==> src/rtl/core/dido_pkg.sv <==
// Shared types, constants and a helper function for the dual IMU odometry block.
package dido_pkg;

  // Mode codes of an input word.
  localparam logic [1:0] MODE_TRACK  = 2'd0;
  localparam logic [1:0] MODE_ZERO   = 2'd1;
  localparam logic [1:0] MODE_CLEAR  = 2'd2;

  localparam int MAX_STEPS = 24;

  // CORDIC gain in Q30.
  localparam logic signed [33:0] CORDIC_GAIN = 34'sd652032874;

  // Arctangent table as a fraction of a full turn, 32 fractional bits.
  localparam logic [31:0] ATAN_TURN32 [MAX_STEPS] = '{
    32'd536870912, 32'd316933406, 32'd167458907, 32'd85004756, 32'd42667331,
    32'd21354465, 32'd10679838, 32'd5340245, 32'd2670163, 32'd1335087,
    32'd667544, 32'd333772, 32'd166886, 32'd83443, 32'd41721, 32'd20860,
    32'd10430, 32'd5215, 32'd2607, 32'd1303, 32'd651, 32'd325, 32'd162, 32'd81
  };

  // Results handed from the CORDIC unit to the sequencer.
  typedef struct packed {
    logic               done;
    logic signed [15:0] cos_q14;
    logic signed [15:0] sin_q14;
  } cordic_res_t;

  // Circular mean of two binary angles.
  function automatic logic [15:0] circ_mean(input logic [15:0] a, input logic [15:0] b);
    logic [15:0] d;
    begin
      d = b - a;
      if (d == 16'h8000) circ_mean = 16'h8000;
      else circ_mean = a + {d[15], d[15:1]};
    end
  endfunction

endpackage

==> src/rtl/core/dual_imu_differential_odometry_unit.sv <==
// Top level of the dual IMU differential odometry block.
// One input word on s_axis carries a mode and a sensor tick; one result word
// leaves on m_axis for every input word, in order.
// Track words fuse the two headings, form the encoder deltas, run the CORDIC
// unit and then use one 33x16 multiplier twice, first for X and then for Y.
// A track word passes the CORDIC wait, X multiply, Y multiply and Y accumulate
// states before the output state; zero and clear words go straight to it.
// s_axis_tready is high only while the block is idle with an empty output, so
// a new word can be taken from the cycle after the previous result is accepted.
// When the receiver stalls, the result stays in the output register and the
// block waits. Synchronous reset clears the heading offset, position and
// last averages and empties the output.
module dual_imu_differential_odometry_unit import dido_pkg::*; #(
  parameter int CORDIC_STEPS = 16,
  parameter int ANGLE_BITS   = 16
) (
  input  logic         clk,
  input  logic         rst,
  input  logic         s_axis_tvalid,
  output logic         s_axis_tready,
  // tdata: left_heading[15:0], right_heading[31:16], left_front_count[63:32],
  // left_back_count[95:64], right_front_count[127:96], right_back_count[159:128]
  input  logic [159:0] s_axis_tdata,
  input  logic [1:0]   s_axis_tuser,  // tuser: mode[1:0]
  output logic         m_axis_tvalid,
  input  logic         m_axis_tready,
  // tdata: heading[15:0], pos_x[63:16], pos_y[111:64], delta_left[143:112],
  // delta_right[175:144]
  output logic [175:0] m_axis_tdata
);

  localparam logic [2:0] ST_IDLE = 3'd0;
  localparam logic [2:0] ST_WAIT = 3'd1;
  localparam logic [2:0] ST_MULX = 3'd2;
  localparam logic [2:0] ST_MULY = 3'd3;
  localparam logic [2:0] ST_ACCY = 3'd4;
  localparam logic [2:0] ST_OUT  = 3'd5;

  logic [2:0]         state;
  logic [15:0]        heading_offset;
  logic signed [47:0] x_accum, y_accum;
  logic signed [31:0] last_left_avg, last_right_avg;
  logic [15:0]        heading;
  logic signed [31:0] delta_left, delta_right;
  logic signed [32:0] dsum;
  logic signed [15:0] sin_hold;
  logic signed [49:0] prod;
  logic               cstart;
  cordic_res_t        cres;

  logic accept;
  logic [1:0] mode;
  logic signed [32:0] la_sum, ra_sum, la, ra;
  logic signed [33:0] dl_w, dr_w;
  logic signed [31:0] dl_s, dr_s;
  logic [15:0] h_track;
  logic signed [15:0] mul_c;
  logic signed [49:0] mul_p;
  logic signed [48:0] acc_in, acc_sum;
  logic signed [47:0] acc_sat;

  assign accept        = s_axis_tvalid && s_axis_tready;
  assign s_axis_tready = (state == ST_IDLE) && !m_axis_tvalid;
  assign mode          = s_axis_tuser;

  // Encoder averages with truncation toward zero, and saturated deltas.
  always_comb begin
    la_sum = 33'($signed(s_axis_tdata[63:32])) + 33'($signed(s_axis_tdata[95:64]));
    ra_sum = 33'($signed(s_axis_tdata[127:96])) + 33'($signed(s_axis_tdata[159:128]));
    la = (la_sum + $signed({32'd0, la_sum[32] & la_sum[0]})) >>> 1;
    ra = (ra_sum + $signed({32'd0, ra_sum[32] & ra_sum[0]})) >>> 1;
    dl_w = 34'(la) - 34'(last_left_avg);
    dr_w = 34'(ra) - 34'(last_right_avg);
    dl_s = (dl_w > 34'sd2147483647) ? 32'sh7fffffff :
           (dl_w < -34'sd2147483648) ? 32'sh80000000 : 32'(dl_w);
    dr_s = (dr_w > 34'sd2147483647) ? 32'sh7fffffff :
           (dr_w < -34'sd2147483648) ? 32'sh80000000 : 32'(dr_w);
    h_track = circ_mean(s_axis_tdata[15:0] - heading_offset,
                        s_axis_tdata[31:16] - heading_offset);
  end

  // Shared multiplier and saturating accumulator.
  always_comb begin
    mul_c   = (state == ST_MULX) ? cres.cos_q14 : sin_hold;
    mul_p   = 50'(dsum) * 50'(mul_c);
    acc_in  = (state == ST_MULY) ? 49'(x_accum) : 49'(y_accum);
    acc_sum = acc_in + 49'(prod <<< 1);
    if (prod > 50'sd140737488355327 || acc_sum > 49'sd140737488355327)
      acc_sat = 48'sh7fffffffffff;
    else if (prod < -50'sd140737488355328 || acc_sum < -49'sd140737488355328)
      acc_sat = 48'sh800000000000;
    else acc_sat = 48'(acc_sum);
  end

  always_comb cstart = accept && (mode == MODE_TRACK);

  dido_cordic #(.CORDIC_STEPS(CORDIC_STEPS), .ANGLE_BITS(ANGLE_BITS)) u_cordic (
    .clk(clk), .rst(rst), .start(cstart), .angle(h_track), .res(cres)
  );

  // Sequencer.
  always_ff @(posedge clk) begin
    if (rst) begin
      state          <= ST_IDLE;
      m_axis_tvalid  <= 1'b0;
      heading_offset <= '0;
      x_accum        <= '0;
      y_accum        <= '0;
      last_left_avg  <= '0;
      last_right_avg <= '0;
    end else begin
      if (m_axis_tvalid && m_axis_tready) m_axis_tvalid <= 1'b0;
      case (state)
        ST_IDLE: begin
          if (accept) begin
            if (mode == MODE_TRACK) begin
              heading        <= h_track;
              delta_left     <= dl_s;
              delta_right    <= dr_s;
              dsum           <= 33'(dl_s) + 33'(dr_s);
              last_left_avg  <= 32'(la);
              last_right_avg <= 32'(ra);
              state          <= ST_WAIT;
            end else begin
              heading     <= '0;
              delta_left  <= '0;
              delta_right <= '0;
              if (mode == MODE_ZERO)
                heading_offset <= circ_mean(s_axis_tdata[15:0], s_axis_tdata[31:16]);
              else if (mode == MODE_CLEAR) begin
                x_accum <= '0;
                y_accum <= '0;
              end
              state <= ST_OUT;
            end
          end
        end
        ST_WAIT: if (cres.done) state <= ST_MULX;
        ST_MULX: begin
          sin_hold <= cres.sin_q14;
          prod     <= mul_p;
          state    <= ST_MULY;
        end
        ST_MULY: begin
          x_accum <= acc_sat;
          prod    <= mul_p;
          state   <= ST_ACCY;
        end
        ST_ACCY: begin
          y_accum <= acc_sat;
          state   <= ST_OUT;
        end
        ST_OUT: begin
          m_axis_tvalid <= 1'b1;
          state         <= ST_IDLE;
        end
        default: state <= ST_IDLE;
      endcase
    end
  end

  assign m_axis_tdata = {delta_right, delta_left, y_accum, x_accum, heading};

  property p_no_accept_busy;
    @(posedge clk) disable iff (rst) (state != ST_IDLE) |-> !s_axis_tready;
  endproperty
  a_no_accept_busy: assert property (p_no_accept_busy) else $error("ready while busy");

  property p_hold_out;
    @(posedge clk) disable iff (rst) (m_axis_tvalid && !m_axis_tready) |=>
      (m_axis_tvalid && $stable(m_axis_tdata));
  endproperty
  a_hold_out: assert property (p_hold_out) else $error("result changed under stall");

  property p_cordic_wait;
    @(posedge clk) disable iff (rst) cres.done |-> (state == ST_WAIT);
  endproperty
  a_cordic_wait: assert property (p_cordic_wait) else $error("stray cordic result");

endmodule

==> src/rtl/core/dido_cordic.sv <==
// Iterative CORDIC rotation unit producing cos and sin of a binary angle in Q2.14.
module dido_cordic import dido_pkg::*; #(
  parameter int CORDIC_STEPS = 16,
  parameter int ANGLE_BITS   = 16
) (
  input  logic        clk,
  input  logic        rst,
  input  logic        start,
  input  logic [15:0] angle,
  output cordic_res_t res
);

  localparam int STEPS = (CORDIC_STEPS > MAX_STEPS) ? MAX_STEPS : CORDIC_STEPS;
  localparam int ZW    = ANGLE_BITS + 2;
  localparam int CW    = $clog2(STEPS + 1);

  logic              busy;
  logic [CW-1:0]     step;
  logic              flip;
  logic signed [33:0] x, y;
  logic signed [ZW-1:0] z;
  logic signed [ZW-1:0] z0, z1;
  logic              flip0;
  logic signed [ZW-1:0] tval;
  logic [32:0]       trnd;
  logic signed [33:0] xs, ys, xf, yf;
  logic signed [34:0] xr, yr;
  logic signed [18:0] xq, yq;

  // Angle conversion and folding into the right half plane.
  always_comb begin
    if (ANGLE_BITS >= 16) z0 = ZW'($signed({2'b00, angle}) <<< (ANGLE_BITS - 16));
    else z0 = ZW'({2'b00, angle} >> (16 - ANGLE_BITS));
    if (z0 >= ZW'(1 <<< (ANGLE_BITS - 1))) z0 = z0 - ZW'(1 <<< ANGLE_BITS);
    flip0 = 1'b0;
    z1 = z0;
    if (z0 > ZW'(1 <<< (ANGLE_BITS - 2))) begin
      z1 = z0 - ZW'(1 <<< (ANGLE_BITS - 1));
      flip0 = 1'b1;
    end else if (z0 < -ZW'(1 <<< (ANGLE_BITS - 2))) begin
      z1 = z0 + ZW'(1 <<< (ANGLE_BITS - 1));
      flip0 = 1'b1;
    end
  end

  // One rotation step of the shared shifter and adders, plus rounding and clamping of the result.
  always_comb begin
    trnd = ({1'b0, ATAN_TURN32[5'(step)]} + 33'(33'd1 << (31 - ANGLE_BITS)))
           >> (32 - ANGLE_BITS);
    tval = ZW'(trnd);
    xs   = x >>> step;
    ys   = y >>> step;
    xf   = flip ? -x : x;
    yf   = flip ? -y : y;
    xr   = (35'(xf) + 35'sd32768) >>> 16;
    yr   = (35'(yf) + 35'sd32768) >>> 16;
    xq   = (xr > 35'sd16384) ? 19'sd16384 : (xr < -35'sd16384) ? -19'sd16384 : 19'(xr);
    yq   = (yr > 35'sd16384) ? 19'sd16384 : (yr < -35'sd16384) ? -19'sd16384 : 19'(yr);
  end

  // Step sequencing.
  always_ff @(posedge clk) begin
    if (rst) begin
      busy     <= 1'b0;
      res.done <= 1'b0;
      step     <= '0;
    end else begin
      res.done <= 1'b0;
      if (start) begin
        busy <= 1'b1;
        step <= '0;
        x    <= CORDIC_GAIN;
        y    <= '0;
        z    <= z1;
        flip <= flip0;
      end else if (busy) begin
        if (step == CW'(STEPS)) begin
          busy        <= 1'b0;
          res.done    <= 1'b1;
          res.cos_q14 <= 16'(xq);
          res.sin_q14 <= 16'(yq);
        end else begin
          step <= step + 1'b1;
          if (z >= 0) begin
            x <= x - ys; y <= y + xs; z <= z - tval;
          end else begin
            x <= x + ys; y <= y - xs; z <= z + tval;
          end
        end
      end
    end
  end

  property p_done_pulse;
    @(posedge clk) disable iff (rst) res.done |=> !res.done;
  endproperty
  a_done_pulse: assert property (p_done_pulse) else $error("done held");

  property p_done_idle;
    @(posedge clk) disable iff (rst) res.done |-> !busy;
  endproperty
  a_done_idle: assert property (p_done_idle) else $error("done while busy");

  property p_clamp;
    @(posedge clk) disable iff (rst) res.done |->
      (res.cos_q14 <= 16'sd16384 && res.cos_q14 >= -16'sd16384);
  endproperty
  a_clamp: assert property (p_clamp) else $error("cos out of range");

endmodule
==> config.mk <==
export PLATFORM = sky130hd
export DESIGN_NAME = dual_imu_differential_odometry_unit
export DESIGN_NICKNAME = d
export VERILOG_FILES = /design/src/rtl/core/dido_pkg.sv /design/src/rtl/core/dual_imu_differential_odometry_unit.sv /design/src/rtl/core/dido_cordic.sv
export SDC_FILE = /design/constraint.sdc
export NUM_CORES = 2
export LEC_CHECK = 0
export BUFFER_PORTS_ARGS = -buffer_cell sky130_fd_sc_hd__buf_2
export CAP_MARGIN = 5
export CORE_MARGIN = 2
export CORE_UTILIZATION = 40
export CTS_CLUSTER_SIZE = 20
export DETAILED_ROUTE_END_ITERATION = 10
export PLACE_DENSITY = 0.55
export SLEW_MARGIN = 20
export SYNTH_ARGS = -nofsm -noshare
export SYNTH_HDL_FRONTEND = slang
export SYNTH_SLANG_ARGS = --single-unit
==> constraint.sdc <==
create_clock -name clk -period 20.6 [get_ports clk]
set_input_delay 1.03 -clock clk [delete_from_list [all_inputs] [get_ports clk]]
set_output_delay 1.03 -clock clk [all_outputs]
set_load 0.005 [all_outputs]
==> flow_summary.rst <==
.. list-table::
   :header-rows: 1

   * - Metric
     - Value
   * - Initial DRC Count
     - 4219
   * - Floorplan Core Area
     - 163000 sq um
   * - Routed length on met3
     - 13.2 mm
   * - Mapped cell area
     - 65600 sq um
   * - Crit share post-route
     - 0.518
   * - Via-to-Cell Ratio
     - 5.61
   * - Count of buffers from port buffering
     - 343
   * - Internal Pwr Total
     - 6570 uW
   * - Total Die Area
     - 167000 sq um
   * - Max-Slew Margin vs Limit
     - 0.196
   * - R2R Setup Slk
     - 11.06 ns
   * - Initial Utilization
     - 0.403
   * - CTS root buf
     - sky130_fd_sc_hd__clkbuf_16
   * - Number of max-cap violations
     - 0
   * - Sw frac
     - 0.495
   * - Top Layer Used
     - met5
   * - Post-route DRC violation count
     - 0
   * - Via count of the first global-routing pass
     - 54.8k
   * - Commonest non-fill, non-tap cell in the layout
     - sky130_fd_sc_hd__nand2_1
   * - Cell Count Post-Placement
     - 9780
   * - Average size of a mapped cell
     - 8.67 sq um
   * - Insertion delay to the later sink of the worst-skew pair
     - 0.73 ns
   * - CTS max path bufs
     - 3
   * - Share of power burned in registers
     - 0.135
   * - TritonCTS clock tree
     - built
   * - Floorplan die height
     - 409 um
   * - Share of the yosys chip area belonging to registers
     - 0.193
   * - Worst min path class
     - flip-flop to flip-flop
   * - Final nets
     - 8858
   * - Hold violation count in the final report
     - 0
   * - Maximum fanout along the worst path
     - 29
   * - CP Capture Type
     - flip-flop
   * - Fin area
     - 71300 sq um
   * - Slew at the pin closest to its max-slew limit
     - 1.19 ns
   * - CP Class
     - primary input to flip-flop
   * - Cells on Worst Hold Path
     - 0
   * - Maximum number of pins on one net before global-route repair
     - 89
   * - Critical register-to-register path startpoint
     - state[2]
   * - Max Clk Rate
     - 0.0937 GHz
   * - Critical Path RT
     - 21.03 ns
   * - Max VDD drop
     - 0.000260 V
   * - Routed metal-1 wirelength
     - 91.7 mm
   * - Total CTS buffers
     - 61
   * - Distinct cell type count of the synthesized netlist
     - 107
   * - Top Ports
     - 344
   * - Final setup violating endpoints
     - 0
   * - Skew final
     - 0.0702 ns
   * - Yosys synthesis warning count
     - 0
   * - Kind of start point of the critical path
     - primary input
   * - Status
     - completed
   * - DR WL met2
     - 89.1 mm
   * - Reported leakage power
     - 0.0311 uW
   * - Proportion of layout cells with a drive suffix above 1
     - 0.102
   * - Overall via count from detail_route
     - 55.6k
   * - Number of cells on the worst reg-to-reg path
     - 28
   * - Overall routing resource usage
     - 0.233
   * - Length of the first detailed-routing pass in iterations
     - 5
   * - Post-synthesis to final-layout area growth
     - 8.78%
   * - Post-CTS sizing
     - 0
   * - Total power density per cell area
     - 182 nW/um^2
   * - Post-CTS Setup Repair Bufs
     - 0
   * - Main synth FF type
     - sky130_fd_sc_hd__edfxtp_1
   * - PnR Total Power
     - 13000 uW
   * - Per-cell routed wire length
     - 20.1 um
   * - Synth area leader
     - sky130_fd_sc_hd__fa_1
   * - Post-synthesis cell count
     - 7560
   * - Number of nets in the synthesized netlist
     - 8750
   * - Number of H-tree branching levels
     - 2
   * - Overflow left after global routing
     - 0
   * - Proportion of register bits with asynchronous set or reset after synthesis
     - 0
   * - Count of flip-flops with a built-in enable after synthesis
     - 297
   * - Crit-path slowest cell
     - sky130_fd_sc_hd__a2111oi_0
   * - Min cycle time layout
     - 10.67 ns
   * - Placed standard-cell area
     - 69100 sq um
   * - Hold Startpoint
     - u_cordic.res[3]
   * - Final setup TNS
     - 0 ns
   * - Switching power summed over all nets
     - 6430 uW
   * - Site Rows
     - 148
   * - Final Wtd Congestion
     - 0.941
   * - Global-route wire length before repair
     - 313 mm
   * - Delay of the slowest critical-path stage
     - 0.88 ns
   * - WHS Endpoint
     - sin_hold[3]
   * - Synth area leaders
     - sky130_fd_sc_hd__fa_1 16%, sky130_fd_sc_hd__edfxtp_1 14%, sky130_fd_sc_hd__ha_1 9.5%, sky130_fd_sc_hd__dfxtp_1 5.7%, sky130_fd_sc_hd__nand2_1 5.2%
   * - Count of pins over their slew limit
     - 0
   * - Unrepaired setup endpoints after global routing
     - no
   * - Combinational Power Share
     - 0.775
   * - Detail Placement HPWL
     - 153 mm
   * - Clock-pin slew reported for the worst setup and hold paths after clock tree synthesis
     - 0.06 ns
   * - Number of antenna violations at the first check in global routing
     - 4
   * - Cell Count, Final, Fillers Out
     - 9897
   * - Synth Register Bits
     - 484
   * - Capture point of the worst reg-to-reg path
     - prod[47]
   * - Total length of routed wires
     - 199 mm
   * - Most frequent cells in the layout
     - 916 x sky130_fd_sc_hd__nand2_1, 820 x sky130_fd_sc_hd__inv_1, 528 x sky130_fd_sc_hd__fa_1, 496 x sky130_fd_sc_hd__ha_1, 443 x sky130_fd_sc_hd__nor2_1
   * - Data arrival time of the critical path
     - 11.10 ns
   * - Number of clock sinks seen by CTS
     - 484
   * - Antenna viol nets, final
     - 0
   * - Clock Power Share
     - 0.090
   * - Area fraction of the dominant cell type after synthesis
     - 0.161
   * - Horizontal extent of the die
     - 409 um
   * - CTS Hold Bufs
     - 0
## power by group through the flow
stage / Clock (uW) / Sequential [uW] / Combinational (uW)
floorplan: 0 / 1680 / 7470
global placement: 0 / 1770 / 9920
detailed placement: 0 / 1770 / 10000
CTS: 1210 / 1750 / 10100
global route: 1240 / 1760 / 11300
finish: 1180 / 1750 / 10100
## area by class of cell
cell class                 instances  area (sq um)
antenna                            2          5.00
clock buffer                      80          1770
clock inverter                    35           428
fill                           16300         91400
inverter                         824          3090
multi-input combinational       5892         48500
sequential                       484         12700
tap                             2175          2720
timing repair buffer             405          2180
## cell usage after synthesis (184+ instances only)
library cell / count
sky130_fd_sc_hd__o21ai_0: 310
sky130_fd_sc_hd__nor2_1: 453
sky130_fd_sc_hd__clkbuf_1: 296
sky130_fd_sc_hd__xnor2_1: 334
sky130_fd_sc_hd__inv_1: 820
sky130_fd_sc_hd__ha_1: 496
sky130_fd_sc_hd__dfxtp_1: 187
sky130_fd_sc_hd__nor2b_1: 184
sky130_fd_sc_hd__fa_1: 528
sky130_fd_sc_hd__nand2_1: 917
sky130_fd_sc_hd__a21oi_1: 425
sky130_fd_sc_hd__edfxtp_1: 297
sky130_fd_sc_hd__xor2_1: 206
## worst max-delay path by stage
stage | endpoint | depth (start not counted) | from | slack, ns
3_3_place_gp | dsum[29] | 38 | s_axis_tdata[37] | 9.17
3_5_place_dp | dsum[31] | 37 | s_axis_tdata[37] | 8.96
2_1_floorplan | dsum[28] | 44 | s_axis_tdata[37] | 10.78
6_report | dsum[31] | 37 | s_axis_tdata[37] | 9.93
5_1_grt | dsum[31] | 39 | s_axis_tdata[37] | 9.05
4_1_cts | dsum[31] | 37 | s_axis_tdata[37] | 9.68
## layer usage
layer | vias to the layer above | GRT usage
met1 | 27100 | 0.330
met3 | 220 | 0.0369
met4 | 2 | 0.0596
met5 | - | 0
li1 | 26500 | -
met2 | 1727 | 0.370
## kinds of logic (layout without fill, tap and decap cells)
family          Yosys count  in the layout  synth area share
xor+xnor                540            540            0.0721
compound gates         1702           1702             0.176
flops                   484            484             0.193
mux                     209            209            0.0531
simple gates           2372           2372             0.173
fa+ha+maj              1069           1069             0.263
other cells               0              2                 0
buf+inv                1184           1344            0.0710
## registers in the layout, summed over array words and instances (netlist names), 3 cells and up
register        cells
delta_left         32
delta_right        32
dsum               33
heading            16
heading_offset     16
last_left_avg      32
last_right_avg     32
prod               49
sin_hold           16
state               3
u_cordic.res       33
u_cordic.step       5
u_cordic.x         34
u_cordic.y         34
u_cordic.z         18
x_accum            48
y_accum            48
## metrics by stage
| stage | setup WS (ns) | hold slack, ns | util |
|---|---|---|---|
| 6_report | 9.93 | 0.385 | 0.438 |
| 5_1_grt | 9.05 | 0.401 | 0.438 |
| 4_1_cts | 9.68 | 0.388 | 0.438 |
| 3_5_place_dp | 8.96 | 0.405 | 0.425 |
| 3_3_place_gp | 9.17 | 0.403 | 0.425 |
| 2_1_floorplan | 10.78 | 0.400 | - |
## critical path: cells and delay by family
| kind | cells | cell delay, ns |
|---|---|---|
| simple gates | 6 | 1.70 |
| fa+ha+maj | 4 | 1.29 |
| xor+xnor | 3 | 0.53 |
| buf+inv | 3 | 0.40 |
| compound gates | 21 | 6.13 |
No activity file was read; power rests on OpenSTA's default activity.
